--- src/rtl/gmc_pkg.sv ---
// ----------------------------------------------------------------------------
// gmc_pkg
// shared widths, types and register codes of the meiosis crossover block
// ----------------------------------------------------------------------------
`default_nettype none

package gmc_pkg;

	localparam int MAX_LOCI     = 1024;
	localparam int MAX_CHROMO   = 64;
	localparam int LOCUS_W      = $clog2(MAX_LOCI);
	localparam int CHROMO_W     = $clog2(MAX_CHROMO);
	localparam int RATE_W       = 17;
	localparam int DRAW_W       = 16;
	localparam int GENO_W       = 2;
	localparam int LOCI_REG_W   = 11;
	localparam int CHROMO_REG_W = 7;
	localparam int CFG_DATA_W   = 17;
	localparam int CFG_IDX_W    = 3;
	localparam int IN_TDATA_W   = 40;
	localparam int OUT_TDATA_W  = 8;

	// register indexes
	localparam logic [CFG_IDX_W-1:0] CFG_RATE_DEFAULT  = 3'd0;
	localparam logic [CFG_IDX_W-1:0] CFG_RATE_BOTH_HET = 3'd1;
	localparam logic [CFG_IDX_W-1:0] CFG_MISSEG_PROB   = 3'd2;
	localparam logic [CFG_IDX_W-1:0] CFG_LOCI          = 3'd3;
	localparam logic [CFG_IDX_W-1:0] CFG_NUM_CHROMO    = 3'd4;

	// register reset values
	localparam logic [RATE_W-1:0]       RST_RATE_DEFAULT  = 17'd3736;
	localparam logic [RATE_W-1:0]       RST_RATE_BOTH_HET = 17'd37;
	localparam logic [RATE_W-1:0]       RST_MISSEG_PROB   = 17'd29491;
	localparam logic [LOCI_REG_W-1:0]   RST_LOCI          = 11'd200;
	localparam logic [CHROMO_REG_W-1:0] RST_NUM_CHROMO    = 7'd16;

	typedef struct packed {
		logic [GENO_W-1:0] genotype;
		logic [DRAW_W-1:0] cross_draw;
		logic              strand_draw;
		logic [DRAW_W-1:0] misseg_draw;
	} in_beat_t;

	typedef struct packed {
		logic allele;
		logic allele_valid;
		logic last_locus;
		logic viable;
	} result_t;

	typedef struct packed {
		logic                strand;
		logic [GENO_W-1:0]   prev_genotype;
		logic                crossed_flag;
		logic [LOCUS_W-1:0]  locus_count;
		logic [CHROMO_W-1:0] chromo_count;
		logic                dead_flag;
	} state_t;

	// live configuration, lengths already clamped to last indexes
	typedef struct packed {
		logic [RATE_W-1:0]   rate_default;
		logic [RATE_W-1:0]   rate_both_het;
		logic [RATE_W-1:0]   misseg_prob;
		logic [LOCUS_W-1:0]  loci_last;
		logic [CHROMO_W-1:0] chromo_last;
	} cfg_t;

endpackage

`default_nettype wire

--- src/rtl/gmc_cfg.sv ---
// ----------------------------------------------------------------------------
// gmc_cfg
// configuration registers with length clamping
// ----------------------------------------------------------------------------
`default_nettype none

module gmc_cfg
	import gmc_pkg::*;
(
	input  logic                  clk,
	input  logic                  arst_n,
	input  logic                  cfg_we,
	input  logic [CFG_IDX_W-1:0]  cfg_index,
	input  logic [CFG_DATA_W-1:0] cfg_data,
	output cfg_t                  cfg
);

	logic [RATE_W-1:0]       rate_default_q;
	logic [RATE_W-1:0]       rate_both_het_q;
	logic [RATE_W-1:0]       misseg_prob_q;
	logic [LOCI_REG_W-1:0]   loci_q;
	logic [CHROMO_REG_W-1:0] num_chromo_q;

	always_ff @(posedge clk or negedge arst_n) begin
		if (!arst_n) begin
			rate_default_q  <= RST_RATE_DEFAULT;
			rate_both_het_q <= RST_RATE_BOTH_HET;
			misseg_prob_q   <= RST_MISSEG_PROB;
			loci_q          <= RST_LOCI;
			num_chromo_q    <= RST_NUM_CHROMO;
		end else if (cfg_we) begin
			unique case (cfg_index)
				CFG_RATE_DEFAULT:  rate_default_q  <= cfg_data[RATE_W-1:0];
				CFG_RATE_BOTH_HET: rate_both_het_q <= cfg_data[RATE_W-1:0];
				CFG_MISSEG_PROB:   misseg_prob_q   <= cfg_data[RATE_W-1:0];
				CFG_LOCI:          loci_q          <= cfg_data[LOCI_REG_W-1:0];
				CFG_NUM_CHROMO:    num_chromo_q    <= cfg_data[CHROMO_REG_W-1:0];
				default: ;
			endcase
		end
	end

	// zero acts as one, large values saturate at the limit
	always_comb begin
		cfg.rate_default  = rate_default_q;
		cfg.rate_both_het = rate_both_het_q;
		cfg.misseg_prob   = misseg_prob_q;
		priority if (loci_q == '0)
			cfg.loci_last = '0;
		else if (loci_q > LOCI_REG_W'(MAX_LOCI))
			cfg.loci_last = LOCUS_W'(MAX_LOCI - 1);
		else
			cfg.loci_last = LOCUS_W'(loci_q - LOCI_REG_W'(1));
		priority if (num_chromo_q == '0)
			cfg.chromo_last = '0;
		else if (num_chromo_q > CHROMO_REG_W'(MAX_CHROMO))
			cfg.chromo_last = CHROMO_W'(MAX_CHROMO - 1);
		else
			cfg.chromo_last = CHROMO_W'(num_chromo_q - CHROMO_REG_W'(1));
	end

endmodule

`default_nettype wire

--- src/rtl/gmc_step.sv ---
// ----------------------------------------------------------------------------
// gmc_step
// per-locus strand choice, crossover and mis-segregation logic
// ----------------------------------------------------------------------------
`default_nettype none

module gmc_step
	import gmc_pkg::*;
(
	input  cfg_t     cfg,
	input  state_t   cur,
	input  in_beat_t beat,
	output state_t   nxt,
	output result_t  res
);

	logic              first_locus;
	logic              het_prev;
	logic              het_cur;
	logic [RATE_W-1:0] rate;
	logic              hit;
	logic              strand_n;
	logic              crossed_n;
	logic              dead_n;
	logic              end_chromo;
	logic              end_genome;
	logic              allele;

	always_comb begin
		first_locus = (cur.locus_count == '0);
		het_prev    = cur.prev_genotype[1] ^ cur.prev_genotype[0];
		het_cur     = beat.genotype[1] ^ beat.genotype[0];
		rate        = (het_prev && het_cur) ? cfg.rate_both_het : cfg.rate_default;
		hit         = ({1'b0, beat.cross_draw} < rate);

		if (first_locus) begin
			strand_n  = beat.strand_draw;
			crossed_n = 1'b0;
		end else begin
			strand_n  = cur.strand ^ hit;
			crossed_n = cur.crossed_flag | hit;
		end
		allele = strand_n ? beat.genotype[1] : beat.genotype[0];

		end_chromo = (cur.locus_count >= cfg.loci_last);
		end_genome = end_chromo && (cur.chromo_count >= cfg.chromo_last);
		dead_n     = cur.dead_flag |
			(end_chromo && !crossed_n && ({1'b0, beat.misseg_draw} < cfg.misseg_prob));

		res.allele       = allele & ~cur.dead_flag;
		res.allele_valid = ~cur.dead_flag;
		res.last_locus   = end_genome;
		res.viable       = end_genome & ~dead_n;

		priority if (end_genome) begin
			nxt = '0;
		end else if (end_chromo) begin
			nxt.strand        = strand_n;
			nxt.prev_genotype = beat.genotype;
			nxt.crossed_flag  = crossed_n;
			nxt.locus_count   = '0;
			nxt.chromo_count  = cur.chromo_count + CHROMO_W'(1);
			nxt.dead_flag     = dead_n;
		end else begin
			nxt.strand        = strand_n;
			nxt.prev_genotype = beat.genotype;
			nxt.crossed_flag  = crossed_n;
			nxt.locus_count   = cur.locus_count + LOCUS_W'(1);
			nxt.chromo_count  = cur.chromo_count;
			nxt.dead_flag     = dead_n;
		end
	end

endmodule

`default_nettype wire

--- src/rtl/gamete_meiosis_crossover_core.sv ---
// ----------------------------------------------------------------------------
// gamete_meiosis_crossover_core
// forms one haploid gamete from a diploid genotype stream, one locus a beat
// ----------------------------------------------------------------------------
// usage:
//   slave stream s_*: one beat per locus, loci in chromosome order, each beat
//     carrying the genotype and the random draws used at that locus
//   master stream m_*: one beat per accepted locus with the passed allele,
//     its valid flag and the viable flag; m_tlast marks the final locus of
//     the final chromosome, i.e. the end of one gamete
//   cfg_*: write-only registers, written while the block is idle
// path: an accepted locus passes the input register, then the result register, to m_*
// throughput: one locus per cycle while the output is not stalled; the only loop is
//   the strand, count and flag state fed back through the single step stage per locus
// stalls: an input register and an output register decouple the sides; when
//   m_tready is low the result holds, the input register fills and s_tready
//   drops while that register is full and the output stays blocked
// reset: arst_n clears both stage valids, the gamete state and restores the
//   register defaults; the next beat starts a fresh gamete
// ----------------------------------------------------------------------------
`default_nettype none

module gamete_meiosis_crossover_core
	import gmc_pkg::*;
(
	input  logic                   clk,
	input  logic                   arst_n,
	// config write port
	input  logic                   cfg_we,
	input  logic [CFG_IDX_W-1:0]   cfg_index,
	input  logic [CFG_DATA_W-1:0]  cfg_data,
	// input stream
	input  logic                   s_tvalid,
	output logic                   s_tready,
	// genotype[1:0], cross_draw[17:2], strand_draw[18], misseg_draw[34:19], zero pad
	input  logic [IN_TDATA_W-1:0]  s_tdata,
	// output stream
	output logic                   m_tvalid,
	input  logic                   m_tready,
	// allele[0], allele_valid[1], viable[2], zero pad
	output logic [OUT_TDATA_W-1:0] m_tdata,
	output logic                   m_tlast
);

	cfg_t     cfg;
	in_beat_t in_s1;
	logic     in_valid_s1;
	state_t   state_q;
	state_t   state_nxt;
	result_t  res;
	result_t  out_q;
	logic     out_valid_q;
	logic     out_free;
	logic     advance;
	logic     in_take;

	gmc_cfg u_cfg (
		.clk       (clk),
		.arst_n    (arst_n),
		.cfg_we    (cfg_we),
		.cfg_index (cfg_index),
		.cfg_data  (cfg_data),
		.cfg       (cfg)
	);

	// output slot free when empty or being drained this cycle
	assign out_free = !out_valid_q || m_tready;
	assign advance  = in_valid_s1 && out_free;
	assign s_tready = !in_valid_s1 || advance;
	assign in_take  = s_tvalid && s_tready;

	// input register stage
	always_ff @(posedge clk or negedge arst_n) begin
		if (!arst_n) begin
			in_valid_s1 <= 1'b0;
		end else if (in_take) begin
			in_valid_s1 <= 1'b1;
		end else if (advance) begin
			in_valid_s1 <= 1'b0;
		end
	end

	always_ff @(posedge clk) begin
		if (in_take) begin
			in_s1.genotype    <= s_tdata[1:0];
			in_s1.cross_draw  <= s_tdata[17:2];
			in_s1.strand_draw <= s_tdata[18];
			in_s1.misseg_draw <= s_tdata[34:19];
		end
	end

	// one locus of work between the two registers
	gmc_step u_step (
		.cfg  (cfg),
		.cur  (state_q),
		.beat (in_s1),
		.nxt  (state_nxt),
		.res  (res)
	);

	// gamete state only moves when a locus is committed to the output
	always_ff @(posedge clk or negedge arst_n) begin
		if (!arst_n) begin
			state_q <= '0;
		end else if (advance) begin
			state_q <= state_nxt;
		end
	end

	// result register
	always_ff @(posedge clk or negedge arst_n) begin
		if (!arst_n) begin
			out_valid_q <= 1'b0;
		end else if (out_free) begin
			out_valid_q <= in_valid_s1;
		end
	end

	always_ff @(posedge clk) begin
		if (advance) begin
			out_q <= res;
		end
	end

	assign m_tvalid = out_valid_q;
	assign m_tdata  = {5'b0, out_q.viable, out_q.allele_valid, out_q.allele};
	assign m_tlast  = out_q.last_locus;

endmodule

`default_nettype wire

--- config.mk ---
export PLATFORM = sky130hd
export DESIGN_NAME = gamete_meiosis_crossover_core
export DESIGN_NICKNAME = d
export VERILOG_FILES = /design/src/rtl/gmc_pkg.sv /design/src/rtl/gmc_cfg.sv /design/src/rtl/gmc_step.sv /design/src/rtl/gamete_meiosis_crossover_core.sv
export SDC_FILE = /design/constraint.sdc
export NUM_CORES = 1
export LEC_CHECK = 0
export BUFFER_PORTS_ARGS = -buffer_cell sky130_fd_sc_hd__buf_2
export CORE_UTILIZATION = 35
export DETAILED_ROUTE_END_ITERATION = 6
export PLACE_DENSITY = 0.55
export SYNTH_ARGS = -nofsm -noshare
export SYNTH_HDL_FRONTEND = slang
export SYNTH_SLANG_ARGS = --single-unit
--- constraint.sdc ---
create_clock -name clk -period 3.18 [get_ports clk]
set_clock_uncertainty 0.1 [all_clocks]
set_input_delay 0.636 -clock clk [delete_from_list [all_inputs] [get_ports clk]]
set_output_delay 0.636 -clock clk [all_outputs]
set_load 0.02 [all_outputs]
==> Yosys cells after proc, flatten, opt, wreduce, memory -nomap -nowiden <==
Cells that the tools add are included.
{ "word_totals": {"regBits": 131, "input_bits": 65, "out_inout_bits": 11, "wordCells": 79} }
{ "classes": {"addsub": 4, "n_lt_le_gt_ge": 6, "n_eq_ne": 4, "muxes": 12, "bitwise_logic": 9, "n_reduce_logical": 23} }
{ "ops": {"columns": ["operator", "count"], "rows": [
  ["less-than comparator 16 x 17 -> 1 bit", 2],
  ["2-to-1 mux 17 bit", 2],
  ["2-to-1 mux 21 bit", 1],
  ["2-to-1 mux 10 bit", 2],
  ["2-to-1 mux 6 bit", 2],
  ["AND reduction 2 bit", 6],
  ["> comparator 11 bit, second input constant", 1],
  ["zero test 11 bit", 1],
  ["adder 10 x 1 -> 10 bit, second input constant", 1],
  ["greater-or-equal comparator 10 bit", 1],
  ["zero test 10 bit", 1],
  ["subtractor 10 x 1 -> 10 bit, second input constant", 1],
  ["> comparator 7 bit, second input constant", 1],
  ["zero test 7 bit", 1],
  ["adder 6 x 1 -> 6 bit, second input constant", 1],
  ["== test 3 x 2 -> 1 bit, second input constant", 2],
  ["greater-or-equal comparator 6 bit", 1],
  ["logical AND 1 bit", 6],
  ["subtractor 6 x 1 -> 6 bit, second input constant", 1],
  ["2-to-1 mux 1 bit", 5],
  ["nonzero test 2 bit", 2],
  ["== test 3 x 1 -> 1 bit, second input constant", 1],
  ["== test 3 bit, second input constant", 1],
  ["zero test 1 bit", 3],
  ["other kinds (6)", 12]
]} }

==> Longest topological paths before layout <==
Gate-level depths: netlist of the first run.
{ "depth": {"depth_word": 12, "depth_mapped": 16} }

==> By module <==
From an unflattened synthesis of the first run, not the netlist that was laid out.
{ "hier_totals": {"cells_unflattened": 574, "hier_area_um2": 7134.3} }
{ "modules_own_cells": {"columns": ["mod", "instances", "cells_per_inst", "area_per_inst_um2"], "rows": [
  ["gmc_cfg", 1, 222, 3080.5],
  ["gamete_meiosis_crossover_core", 1, 98, 2173.3],
  ["gmc_step", 1, 254, 1880.6]
]} }

==> Worst setup path before layout of the first run <==
No wires, ideal clock.
{ "synth_path": {"kind": "register -> register", "startpoint": "register u_cfg.loci_q[0]", "endpoint": "register state_q[17] (netlist bit)", "arrival_time_ps": 3303, "slack_ps": -302, "path_stages_with_launch": 17, "synth_period_minus_slack_ps": 3482, "cell_sequence": "dfrtp_1 -> inv_1 -> ha_1 -> nand3_1 -> or3_4 -> or3_1 -> buf_2 -> nand2b_1 -> a21oi_1 -> ha_1 -> a21o_1 -> a21o_1 -> a21o_1 -> a31oi_1 -> buf_2 -> o21ai_0 -> a2bb2oi_1"} }
{ "synth_between": {"elab_chain_cells": 6, "elab_cells_between_ends": 8, "classes_between": "add/sub: 1; order compare: 2; mux: 3; reduce/logical: 2"} }
{ "synth_lines": {"columns": ["element", "line_no", "source"], "rows": [
  ["start: declaration", "gmc_cfg.sv:21", "logic [LOCI_REG_W-1:0] loci_q;"],
  ["start signal: assignment", "gmc_cfg.sv:36", "CFG_LOCI: loci_q <= cfg_data[LOCI_REG_W-1:0];"],
  ["subtractor 10 x 1 -> 10 bit / > comparator 11 bit (equally long branches)", "gmc_cfg.sv:53, gmc_cfg.sv:50", null],
  ["2-to-1 mux 10 bit", "gmc_cfg.sv:50", "else if (loci_q > LOCI_REG_W'(MAX_LOCI))"],
  ["2-to-1 mux 10 bit *", "gmc_cfg.sv:48", "priority if (loci_q == '0)"],
  ["greater-or-equal comparator 10 bit *", "gmc_step.sv:45", "end_chromo = (cur.locus_count >= cfg.loci_last);"],
  ["logical AND 1 bit *", "gmc_step.sv:46", "end_genome = end_chromo && (cur.chromo_count >= cfg.chromo_last);"],
  ["2-to-1 mux 21 bit *", "gmc_step.sv:55", "priority if (end_genome) begin"],
  ["end signal: assignment", "gamete_meiosis_crossover_core.sv:106", "state_q <= state_nxt;"],
  ["end: declaration", "gamete_meiosis_crossover_core.sv:48", "state_t state_q;"]
]} }
Every way passes the cells marked *; elsewhere a longest branch is shown, timed or not.
A chain may end at the register's enable or synchronous reset.

==> flow_results.org, run 1 <==
** Critical path
- Worst reg-to-reg setup slack :: -0.20 ns
- Of all nets on the critical path, the largest fanout is 7.
- Launching point of the worst reg2reg path :: u_cfg.loci_q[1]$_DFFE_PN0P_
- Crit path from :: u_cfg.loci_q[1]$_DFFE_PN0P_
- Length in cells of the worst reg-to-reg path :: 15
- Worst endpoint data arrival time :: 3.45 ns
- Critical Path Start Type :: flip-flop
- The worst setup path is of the reg2reg kind.
- In this run the critical register-to-register path is captured at m_tdata[2]$_DFFE_PP_.
- At the worst endpoint, the required time is 3.25 ns.
- Last element of the critical path :: m_tdata[2]$_DFFE_PP_
- Critical Path End Type :: flip-flop

** Synth
- Number of enable flip-flop cells after synthesis :: 39
- Among all flip-flop cells after synthesis, the most frequent one is dfrtp_1.
- The commonest cells after synthesis are dfrtp_1, ha_1, mux2_2.
- Share of Yosys cell area claimed by the top area cell type :: 26.0%
- FFs w/ async S/R, synth :: 70.2%
- Yosys attributes the largest share of cell area to dfrtp_1, edfxtp_1, ha_1.
- Average footprint of a synthesized cell :: approximately 12 sq um
- Synth warn :: 0
- Netlist area before placement :: ~6700 sq um
- Cell type with the largest total area after synthesis :: dfrtp_1
- Synthesis inferred 131 register bits.
- The synthesized netlist contains 59 unique library cells.
- After technology mapping, the gate count stands at 571.
- By instance count, the leading cell after synthesis is dfrtp_1.
- Sequential area share after synthesis :: between 50% and 60%

** STA
- Hold is met by ~0.12 ns.
- The final count of hold timing violations is 0.
- For the pin with the worst max-slew slack, the measured transition is a little under 0.9 ns.
- Setup ws final :: -0.196 ns
- Dividing the final minimum period by the clock period gives 106%.
- Count of endpoints failing setup in the final report :: 22
- The routed design could run at a clock period as short as around 3.4 ns.
- Final sum of negative setup slack :: -2.84 ns
- The final-report max-slew violation count came to 0.
- Measured against its own limit, the worst slew margin works out to 41.3%.
- RSZ-0062 raised after global routing :: true
- Based on the critical path, the design can be clocked at up to a little under 0.3 GHz.

** Clocking
- After clock tree synthesis, the clock-pin slew on the worst setup and hold paths is 0.06 ns.
- Hold_buf cts :: 0
- Clock buffers created by TritonCTS :: 17
- Clock latency on the worst-skew pair, taken at its later pin, is around 0.42 ns.
- CTS tree :: done
- Num Clock Sinks :: 131
- The clock passes through at most 2 buffers.
- The tree is rooted in a clkbuf_16.
- CTS H-Tree Depth :: 4

** Die
- Count of boundary I/O pins :: 76
- The die covers about 20000 sq um.
- The die is 141 microns tall.
- The core region is about 19000 sq um.
- Measured along the x axis, the die boundary spans 141 microns.
- The floorplan has 50 rows.
- Once the floorplan was initialized, standard cells occupied a little over a third of the core.

** Hold path
- The path class of the tightest hold or removal check is in2async.

** Outcome
- Violated checks :: setup timing
- The run finished, with violations left.

** Route
- Dividing the detail-routed via count by the number of cells gives 5.09.
- The first routing iteration left 220 violations.
- Before antenna repair, the detailed router went through 4 iterations.
- DRT antenna net count :: 0
- Wire per inst :: roughly 16 microns
- For this run, design rule violations remaining after detail routing come to 0.
- Routed WL :: 14500 microns
- Number of vias after detailed routing :: about 4700

** Place
- Buffers placed on the I/O ports in this run total 65.
- Dpl hpwl :: 10500 microns
- Placer Congestion :: 0.799
- OpenSTA, run right after detailed placement, puts the worst setup slack at -0.251 ns.
- Area of placed instances :: 7650 sq um

** Power and ir drop
- In this run the static leakage power is 3.63 nW.
- For this design the ratio of total power to cell area is 671 nW/um^2.
- Across the VDD grid, the largest voltage drop is 0.369 mV.

** Cells and area
- 0 antenna diodes ended up in the layout.
- Layout Nets :: 794
- After routing the design area is 8390 sq um.
- Fraction of layout instances using a drive strength above 1 :: between 30% and 40%
- From synthesis to final layout, the design area changed by 24.5%.

** Global route
- Total routing resource utilization after global routing :: 15.5%
- Vias in the first global route :: 4951
- For this run the aggregate overflow at the end of global routing stands at 0.
- The first global-routing pass estimated 23700 microns of wire.
- The initial antenna violation count was 0.
- Largest net degree at the start of global routing :: 54

** Run
- Across the run, the number of max-cap violations was 0.
per-stage QoR:
step / utilization (%) / power, mW / instances
2_1_floorplan: - / 3.20 / 575
3_3_place_gp: 40.8 / 3.60 / 888
3_5_place_dp: 40.8 / 3.67 / 888
4_1_cts: 44.6 / 5.67 / 925
5_1_grt: 44.7 / 5.97 / 925
6_report: 44.7 / 5.63 / 925
registers in the layout, indices dropped and copies added, names as in the netlist:
register,flops
in_s1,35
state_q,21
u_cfg.misseg_prob_q,17
u_cfg.rate_both_het_q,17
u_cfg.rate_default_q,17
u_cfg.loci_q,11
u_cfg.num_chromo_q,7
m_tdata,3
in_valid_s1,1
m_tlast,1
m_tvalid,1
critical path: stages (launching register included):
cell and delay (ns):
dfrtp_1 0.40, inv_1 0.07, ha_2 0.18, nand3_2 0.07
or3_4 0.34, or3_4 0.37, and2_4 0.18, a21oi_1 0.14
ha_1 0.26, o21a_1 0.17, o21ai_0 0.19, nand2b_1 0.15
a31oi_4 0.21, buf_6 0.15, nor2_4 0.05, o211a_1 0.11
routing by layer:
layer  up-vias  track usage (%)  part of all wire, %
met5         -                0                    0
met4         0             6.52                  1.9
met3        19             3.46                  2.8
met2        84             27.2                   50
met1      2312             18.4                   45
li1       2293                -                    -
logic make-up (layout without fill, tap and decap cells):
| family | Yosys count | count (layout) | share of synthesized area (%) |
|---|---|---|---|
| AND/OR/NAND/NOR | 136 | 136 | 10.9 |
| flip-flops | 131 | 131 | 51.9 |
| AO/OA/AOI/OAI | 112 | 112 | 10.7 |
| multiplexers | 69 | 69 | 11.2 |
| adder cells (fa/ha/maj) | 54 | 54 | 9.91 |
| buffers and inverters | 53 | 169 | 3.32 |
| XOR/XNOR | 15 | 15 | 1.95 |
| other | 1 | 5 | 0.0556 |
layout by cell type, fill, tap and decap left out, types with 6 or more instances in the layout:
master / instances
dfrtp_1: 70
buf_2: 64
mux2_2: 50
ha_1: 50
nand2_1: 44
edfxtp_1: 39
inv_1: 33
buf_4: 32
o21ai_0: 27
a21oi_1: 22
dfstp_2: 22
nor2_1: 18
mux2i_1: 18
clkbuf_16: 17
a21o_1: 14
nand3_1: 12
xnor2_1: 9
nor3_1: 8
nand2b_1: 8
o21ai_2: 8
inv_6: 7
xor2_1: 6
a211oi_1: 6
power breakdown:
group	internal [mW]	switching, mW	total [mW]
Combinational	0.708	0.754	1.46
Clock	1.10	0.803	1.90
Sequential	2.07	0.199	2.26
Total	3.87	1.76	5.63
cell type report:
cell class	instances	area, sq um
Clock buffer	18	429
Inverter	33	124
Fill cell	1747	10400
Clock inverter	14	143
Sequential cell	131	3500
Tap cell	234	293
Timing Repair Buffer	104	672
Multi-Input combinational cell	391	3230
worst min-delay path by stage:
stage / startpoint / endpoint / slack, ns / cells past startpoint
after floorplan: arst_n / in_valid_s1$_DFFE_PN0P_ / 0.24 / 0
after global placement: in_valid_s1$_DFFE_PN0P_ / m_tvalid$_DFFE_PN0P_ / 0.37 / 1
after detailed placement: in_valid_s1$_DFFE_PN0P_ / m_tvalid$_DFFE_PN0P_ / 0.39 / 1
after CTS: arst_n / state_q[6]$_DFFE_PN0P_ / 0.13 / 1
after global routing: arst_n / state_q[8]$_DFFE_PN0P_ / 0.16 / 1
final: arst_n / state_q[1]$_DFFE_PN0P_ / 0.12 / 1
what timing repair did:
action	4_1_cts	5_1_grt
gates resized for setup	35	5
setup endpoints to repair	24	24
pin swaps	13	7
buffers inserted	5	0
Note: power is estimated with default switching activity, not from simulation.
==> run 2, diff against run 1 <==
--- a/config.mk
+++ b/config.mk
@@ -8,7 +8,7 @@
 export BUFFER_PORTS_ARGS = -buffer_cell sky130_fd_sc_hd__buf_2
 export CORE_UTILIZATION = 35
 export DETAILED_ROUTE_END_ITERATION = 6
-export PLACE_DENSITY = 0.55
+export PLACE_DENSITY = 0.53
 export SYNTH_ARGS = -nofsm -noshare
 export SYNTH_HDL_FRONTEND = slang
 export SYNTH_SLANG_ARGS = --single-unit
==> constraint.sdc (replaced) <==
create_clock -name clk -period 3.16 [get_ports clk]
set_clock_uncertainty 0.1 [all_clocks]
set_input_delay 0.632 -clock clk [delete_from_list [all_inputs] [get_ports clk]]
set_output_delay 0.632 -clock clk [all_outputs]
set_load 0.02 [all_outputs]
==> run 2 against run 1 <==
Against the previous run:
- the flow still finishes with violations (setup timing)
- core utilization up 0.29 points
- register-to-register slack worse by 0.09 ns
- final cell count up 0.22%
- clock power up 4%
- die area unchanged
- global-route usage up 0.19 points
- fmax down 2.0%
- sequential power about the same
- power up 1.9%
- non-clock buffer count up 2
- via count up 0.13%
- critical endpoint is now state_q[15]$_DFFE_PN0P_
==> flow_results.org, run 2 (synthesized netlist as in run 1, its figures left out) <==
** Route
- Summed over all layers, the routed wires come to 14600 microns.
- Wire segments on met2 add up to 6970 microns in the final route.
- DR pass1 iterations :: 4
- In the final routing, the length of wire on met1 measures 7020 microns.
- DRT antenna net count :: 0
- Summing over every cut layer, the via total after detailed routing is 4714.
- Wire per inst :: 15.8 microns
- Starting DRT DRC Count :: between 200 and 250
- Detailed-routed wire length on met3 :: 406 microns
- After detailed routing, the number of vias per cell comes to slightly above 5.
- Highest routed layer :: met4
- After detailed routing, the number of remaining DRC violations is 0.

** Cells and area
- Largest registers in the final layout :: in_s1 x35, state_q x21
- Fraction of layout instances using a drive strength above 1 :: 37.4%
- The multi-input combinational cells in the finished layout cover a total of about 3200 sq um.
- The library cells used most frequently in the layout, excluding fill and tap cells, are dfrtp_1, buf_2, mux2_2, ha_1, nand2_1.
- Relative to the synthesized area, the layout overhead comes to 25.3%.
- The finished cells cover ~8400 sq um.
- Fill cell instance count of the final layout :: 1735
- Most flop-heavy register :: in_s1
- Most common library cell in the layout ignoring fill and taps :: dfrtp_1
- Number of flip-flops in the largest register :: 35
- After the last flow step, the layout net total stands at 796.
- Area taken by flip-flops and latches :: 3500 sq um
- The repair_antennas step left the layout with diodes totalling 0.

** Power and ir drop
- For this design the static power due to leakage is 3.65 nW.
- After layout, the design draws a total of 5.73 mW.
- Maximum VDD drop :: approximately 0.38 mV
- In this run the power density over the cells is 679 nW/um^2.

** Die
- Placement row count :: 50
- The core region is 18800 sq um.
- The floorplan step set the die width to 141 microns.
- Count of boundary I/O pins :: 76
- The die covers 19800 sq um.
- Effective utilization at floorplan :: between 30% and 40%
- Floorplan die height :: between 100 and 150 microns

** Critical path
- Critical Path Start Type :: flip-flop
- In this run the worst path has a maximum fanout of 7.
- Counting cells, the worst reg-to-reg path comes to 16.
- Crit-path cells :: inv_2 > ha_4 > nand3_2 > or3_4 > or3_4 > and2_4 > a21oi_2 > ha_1 > a21o_1 > a21o_1 > a21o_1 > a31oi_4 > buf_6 > buf_6 > a21o_1 > a22o_1
- CP Data Required Time :: 3.41 ns
- Worst setup path category :: reg2reg
- Worst endpoint data arrival time :: roughly 3.7 ns
- STA classifies the critical path endpoint as a flip-flop.
- Worst reg-to-reg setup slack :: -0.28 ns
- The largest individual stage delay along the critical path comes from the cell or3_4.
- Terminus of the critical flop-to-flop path :: state_q[15]$_DFFE_PN0P_
- The startpoint identified for the worst register-to-register timing path is u_cfg.loci_q[0]$_DFFE_PN0P_.
- On the worst path, the slowest cell contributes a delay of approximately 0.44 ns.
- The cell that appears most often on the critical path is a21o_1.

** Global route
- Total routing resource utilization after global routing :: 15.7%
- Vias in the first global route :: 4767
- First-pass GRT wire length :: 24000 microns
- Remaining global-route overflow :: 0
- Entering global routing, the biggest net connects 54 pins.
- The initial antenna violation count came to 0.

** Place
- The count of buffers added on input and output ports is between 60 and 70.
- Dpl hpwl :: roughly 10000 microns
- Area of placed instances :: 7640 sq um
- Placer Congestion :: around 0.80
- Worst slack, placed :: -0.376 ns

** STA
- Max frequency :: a little under 0.3 GHz
- Tcrit/Tclk final :: 109%
- Hold slack :: 0.106 ns
- Measured against its own limit, the worst slew margin works out to 40.4%.
- Hold Vio Cnt, Final :: 0
- Measured slew at the worst slew-check pin :: just under 0.9 ns
- Setup violations remaining at the end of the flow were counted as 24.
- The final-report max-slew violation count was 0.
- Final critical path time including I/O delays and setup :: 3.44 ns
- Setup ws final :: -0.284 ns
- RSZ-0062 raised after global routing :: true

** Clocking
- Clock latency on the worst-skew pair, taken at its later pin, is 0.42 ns.
- Clock-pin slew was measured on the worst setup and hold paths at 0.06 ns.
- Clock buffers created by TritonCTS :: 17
- For this design, the sink count on the clock tree is approximately 130.
- Maximum buffer depth of the clock tree :: 2
- The number of hold buffers added after CTS was 0.
- TritonCTS built the clock tree.
- Root buf cell :: clkbuf_16
- CTS H-Tree Depth :: 4

** Hold path
- The worst hold path belongs to the class in2async.

** Outcome
- Status :: complete, but fails checks
- Violated checks :: setup timing

** Run
- Max-cap violations in this run came to 0.
run 2: stage by stage:
| step | utilization [%] | TNS [ns] | instances |
|---|---|---|---|
| 6_report | 45.0 | -5.09 | 927 |
| 3_5_place_dp | 40.7 | -6.64 | 887 |
| 3_3_place_gp | 40.7 | -5.34 | 887 |
| 2_1_floorplan | - | -1.09 | 575 |
| 4_1_cts | 44.6 | -3.59 | 924 |
| 5_1_grt | 45.0 | -8.45 | 927 |
run 2: worst max path at each step:
stage                                      from                 endpoint  slack, ns  cells past startpoint
floorplan           u_cfg.loci_q[0]$_DFFE_PN0P_  state_q[17]$_DFFE_PN0P_      -0.11                     16
global placement    u_cfg.loci_q[0]$_DFFE_PN0P_     m_tdata[2]$_DFFE_PP_      -0.31                     14
detailed placement  u_cfg.loci_q[0]$_DFFE_PN0P_   state_q[6]$_DFFE_PN0P_      -0.38                     15
CTS                 u_cfg.loci_q[0]$_DFFE_PN0P_   state_q[9]$_DFFE_PN0P_      -0.23                     14
global route        u_cfg.loci_q[0]$_DFFE_PN0P_  state_q[15]$_DFFE_PN0P_      -0.42                     16
finish              u_cfg.loci_q[0]$_DFFE_PN0P_  state_q[15]$_DFFE_PN0P_      -0.28                     16
run 2: cell type report:
type                       instances  share of cell area (%)
inverter                          33                    1.47
clock buffer                      20                    5.54
timing repair buffer             106                    8.13
clock inverter                    12                    1.51
tap                              234                    3.47
multi-input combinational        391                    38.4
sequential                       131                    41.4
run 2: per-layer routing:
layer | up-vias | global-route usage [%]
met2 | 82 | 25.6
li1 | 2292 | -
met5 | - | 0
met3 | 15 | 3.23
met4 | 0 | 6.01
met1 | 2325 | 20.6
run 2: worst max-delay path, delay by kind of cell, from the launching register on:
family	cells	cell delay [ns]
flip-flops	1	0.42
AND/OR/NAND/NOR	4	1.06
AO/OA/AOI/OAI	7	1.02
adder cells (fa/ha/maj)	2	0.40
buffers and inverters	3	0.36
run 2: what timing repair did:
item,4_1_cts,5_1_grt
gates resized for setup,28,14
buffers inserted,5,3
endpoints found under the hold margin,0,0
pin swaps,14,15
endpoints found under the setup margin,24,24
run 2: power by group:
group,switching (mW),total [mW],internal (mW)
registers,0.203,2.28,2.08
logic,0.754,1.48,0.724
clock network,0.748,1.98,1.23
==> run 3, diff against run 2 <==
--- a/config.mk
+++ b/config.mk
@@ -6,9 +6,11 @@
 export NUM_CORES = 1
 export LEC_CHECK = 0
 export BUFFER_PORTS_ARGS = -buffer_cell sky130_fd_sc_hd__buf_2
+export CORE_ASPECT_RATIO = 1.75
 export CORE_UTILIZATION = 35
 export DETAILED_ROUTE_END_ITERATION = 6
 export PLACE_DENSITY = 0.53
 export SYNTH_ARGS = -nofsm -noshare
 export SYNTH_HDL_FRONTEND = slang
 export SYNTH_SLANG_ARGS = --single-unit
+export TNS_END_PERCENT = 20
==> run 3 against run 2 <==
Against the previous run:
- the run still ends with setup timing left
- non-clock buffer count grew 12
- routed wire length rose by 4.0%
- final cell count grew 1.7%
- clock power grew 7%
- via count rose by 0.45%
- register-to-register slack better by 0.03 ns
- power up 2.5%
- critical path depth unchanged
- clock-buffer cell count grew 3
- combinational power about the same
- global-route usage grew 0.94 points
- hold slack lost 0.040 ns
==> flow_results.org, run 3 (synthesized netlist as in run 1, its figures left out) <==
** Critical path
- In this design, the largest share of critical-path delay is due to compound AO/OA/AOI/OAI gates.
- The slowest stage of the critical path belongs to the cell dfrtp_1.
- STA classifies the critical path endpoint as a flip-flop.
- On the worst path, the slowest cell contributes a delay of 0.39 ns.
- Total buffers and inverters traversed by the critical path :: 3
- CP Data Required Time :: 3.41 ns
- Crit path from :: u_cfg.loci_q[1]$_DFFE_PN0P_
- Cell mode on critical path :: a21o_1
- Worst endpoint data arrival time :: 3.67 ns
- Worst setup path category :: reg2reg
- In this run the critical register-to-register path is launched from u_cfg.loci_q[1]$_DFFE_PN0P_.
- Critical Path Start Type :: flip-flop
- Of all nets on the critical path, the largest fanout is 7.
- Crit-path cells :: inv_1 > ha_2 > nand3_2 > or3_4 > or3_4 > nand2b_4 > a21oi_2 > ha_1 > a21o_1 > a21o_1 > a21o_1 > a31oi_4 > buf_6 > buf_6 > a21o_1 > a22o_1

** Route
- Dividing the detail-routed via count by the number of cells gives around 5.
- DRC violation count after routing :: 0
- Number of vias after detailed routing :: around 4700
- DRT antenna net count :: 0
- DR pass1 iterations :: 4
- Dividing the detail-routed wire length by the instance count gives 16.1 microns.
- Summed over all layers, the routed wires come to roughly 15000 microns.
- Starting DRT DRC Count :: approximately 140

** Cells and area
- At the end of the flow, the number of nets in the layout was just over 800.
- Leaving out fill and tap cells, the most frequent cell in the layout is dfrtp_1.
- Signed area change from the synthesized netlist to the final layout :: 26.1%
- Top library cells by usage in the layout, fill and taps aside :: dfrtp_1, buf_2, mux2_2, ha_1, buf_4
- Number of flip-flops in the largest register :: 35
- Fill cell instance count of the final layout :: 1721
- The post-route netlist has 36.5% of its cells at a drive strength greater than 1.
- Number of antenna diodes :: 0
- Most flop-heavy register :: in_s1
- With fillers left out, the area of the finished cells amounts to between 8000 and 9000 sq um.
- Largest registers in the final layout :: in_s1 x35, state_q x21
- Area used by multi-input combinational logic :: 3160 sq um
- Area taken by flip-flops and latches :: 3500 sq um

** Global route
- For this run the aggregate overflow at the end of global routing stands at 0.
- The initial antenna violation count is 0.
- For this run, the total global-route usage over all layers was measured as ~17%.
- Entering global routing, the biggest net connects between 60 and 70 pins.
- The number of global-route vias before repair is 5064.
- The first global-routing pass estimated 25000 microns of wire.

** STA
- Max Slew Vio Count :: 0
- The final count of hold timing violations is 0.
- Subtracting the final worst setup slack from the clock period gives 3.42 ns.
- The worst pin sits at a relative slew slack of between 40% and 50%.
- In the post-route analysis, the smallest setup slack over all paths is -0.256 ns.
- Count of endpoints failing setup in the final report :: 24
- Max frequency :: 0.293 GHz
- Measured slew at the worst slew-check pin :: 0.855 ns
- Dividing the final minimum period by the clock period gives 108%.
- Hold slack :: 0.0657 ns
- RSZ-0062 raised after global routing :: true

** Clocking
- Maximum buffer depth of the clock tree :: 2
- Hold repair after CTS inserted 0 buffers.
- TritonCTS created 17 clock buffers.
- Clock-pin slew reported for the worst setup and hold paths after clock tree synthesis :: 0.05 ns
- Root buf cell :: clkbuf_16
- The clock tree synthesis step divided the H-tree into 4 levels.
- CTS tree :: done
- The clock reaches the later pin of the worst-skew pair after 0.42 ns.
- Num Clock Sinks :: roughly 130

** Die
- The floorplan step defined a core boundary enclosing 18700 sq um.
- Total die area :: 19800 sq um
- The die is roughly 190 microns tall.
- From left edge to right edge, the die measures 107 microns.
- After floorplanning, the core was divided into between 60 and 70 placement rows.
- Effective utilization at floorplan :: between 30% and 40%
- Count of boundary I/O pins :: 76

** Place
- Dpl hpwl :: 11400 microns
- Number of I/O port buffers :: 65
- Routability-driven placement finished with a final weighted congestion of 0.779.
- The placed instances occupy a cell area of just under 8000 sq um.
- Before CTS, the worst setup slack after placement is -0.357 ns.

** Power and ir drop
- For this design the static power due to leakage is 3.73 nW.
- Total Power :: 5.88 mW
- The worst-case IR drop observed on VDD is 0.463 mV.
- Pwr dens :: 691 nW/um^2

** Outcome
- The checks that failed: setup timing.
- The run finished, with violations left.

** Hold path
- The worst hold path belongs to the class in2async.

** Run
- Reported max-cap violation count :: 0
## run 3: cell types whose count changed in the layout (fill, tap and decap cells not counted), sizes merged
cell | previous run | this run
buf | 106 | 118
clkbuf | 20 | 23
clkinvlp | 3 | 0
bufinv | 2 | 4
inv | 35 | 33
## run 3: cell type report
| class | count | share of cell area [%] |
|---|---|---|
| well taps | 238 | 3.50 |
| multi-input cells | 391 | 37.2 |
| clock buffers | 23 | 5.86 |
| repair buffers | 118 | 9.11 |
| clock inverters | 9 | 1.75 |
| inverters | 33 | 1.46 |
| flip-flops and latches | 131 | 41.2 |
## run 3: through the flow
| stage | util [%] | setup TNS (ns) | std cells |
|---|---|---|---|
| 3_5_place_dp | 41.2 | -6.01 | 900 |
| 3_3_place_gp | 41.2 | -4.66 | 900 |
| 4_1_cts | 45.2 | -3.77 | 941 |
| 6_report | 45.4 | -4.05 | 943 |
| 5_1_grt | 45.4 | -8.30 | 943 |
| 2_1_floorplan | - | -1.14 | 575 |
## run 3: final timing paths
check | depth (start not counted) | slack (ns) | endpoint
hold reg to reg | 1 | 0.38 | m_tvalid$_DFFE_PN0P_
setup reg to reg | 16 | -0.26 | state_q[10]$_DFFE_PN0P_
min in group clk | 1 | 0.29 | in_s1[8]$_DFFE_PP_
max in group asynchronous | 2 | 2.16 | u_cfg.misseg_prob_q[12]$_DFFE_PN1P_
hold / removal | 1 | 0.07 | u_cfg.misseg_prob_q[3]$_DFFE_PN0P_
setup / recovery | 16 | -0.26 | state_q[10]$_DFFE_PN0P_
## run 3: where the power goes
part           switching (mW)  internal, mW
sequential              0.200          2.08
combinational           0.748         0.730
clock                   0.700          1.42
## run 3: repair_timing
| action | CTS | global route |
|---|---|---|
| setup buffers | 9 | 2 |
| pin swaps | 12 | 1 |
| resized for setup | 15 | 5 |
| setup endpoints to repair | 24 | 24 |
## run 3: layer usage
| layer | track usage (%) | routed length, microns | part of all wire, % |
|---|---|---|---|
| met1 | 16.7 | 5790 | 38 |
| met2 | 32.9 | 8800 | 58 |
| met3 | 2.84 | 293 | 1.9 |
| met4 | 7.40 | 334 | 2.2 |
| met5 | 0 | 0 | 0 |
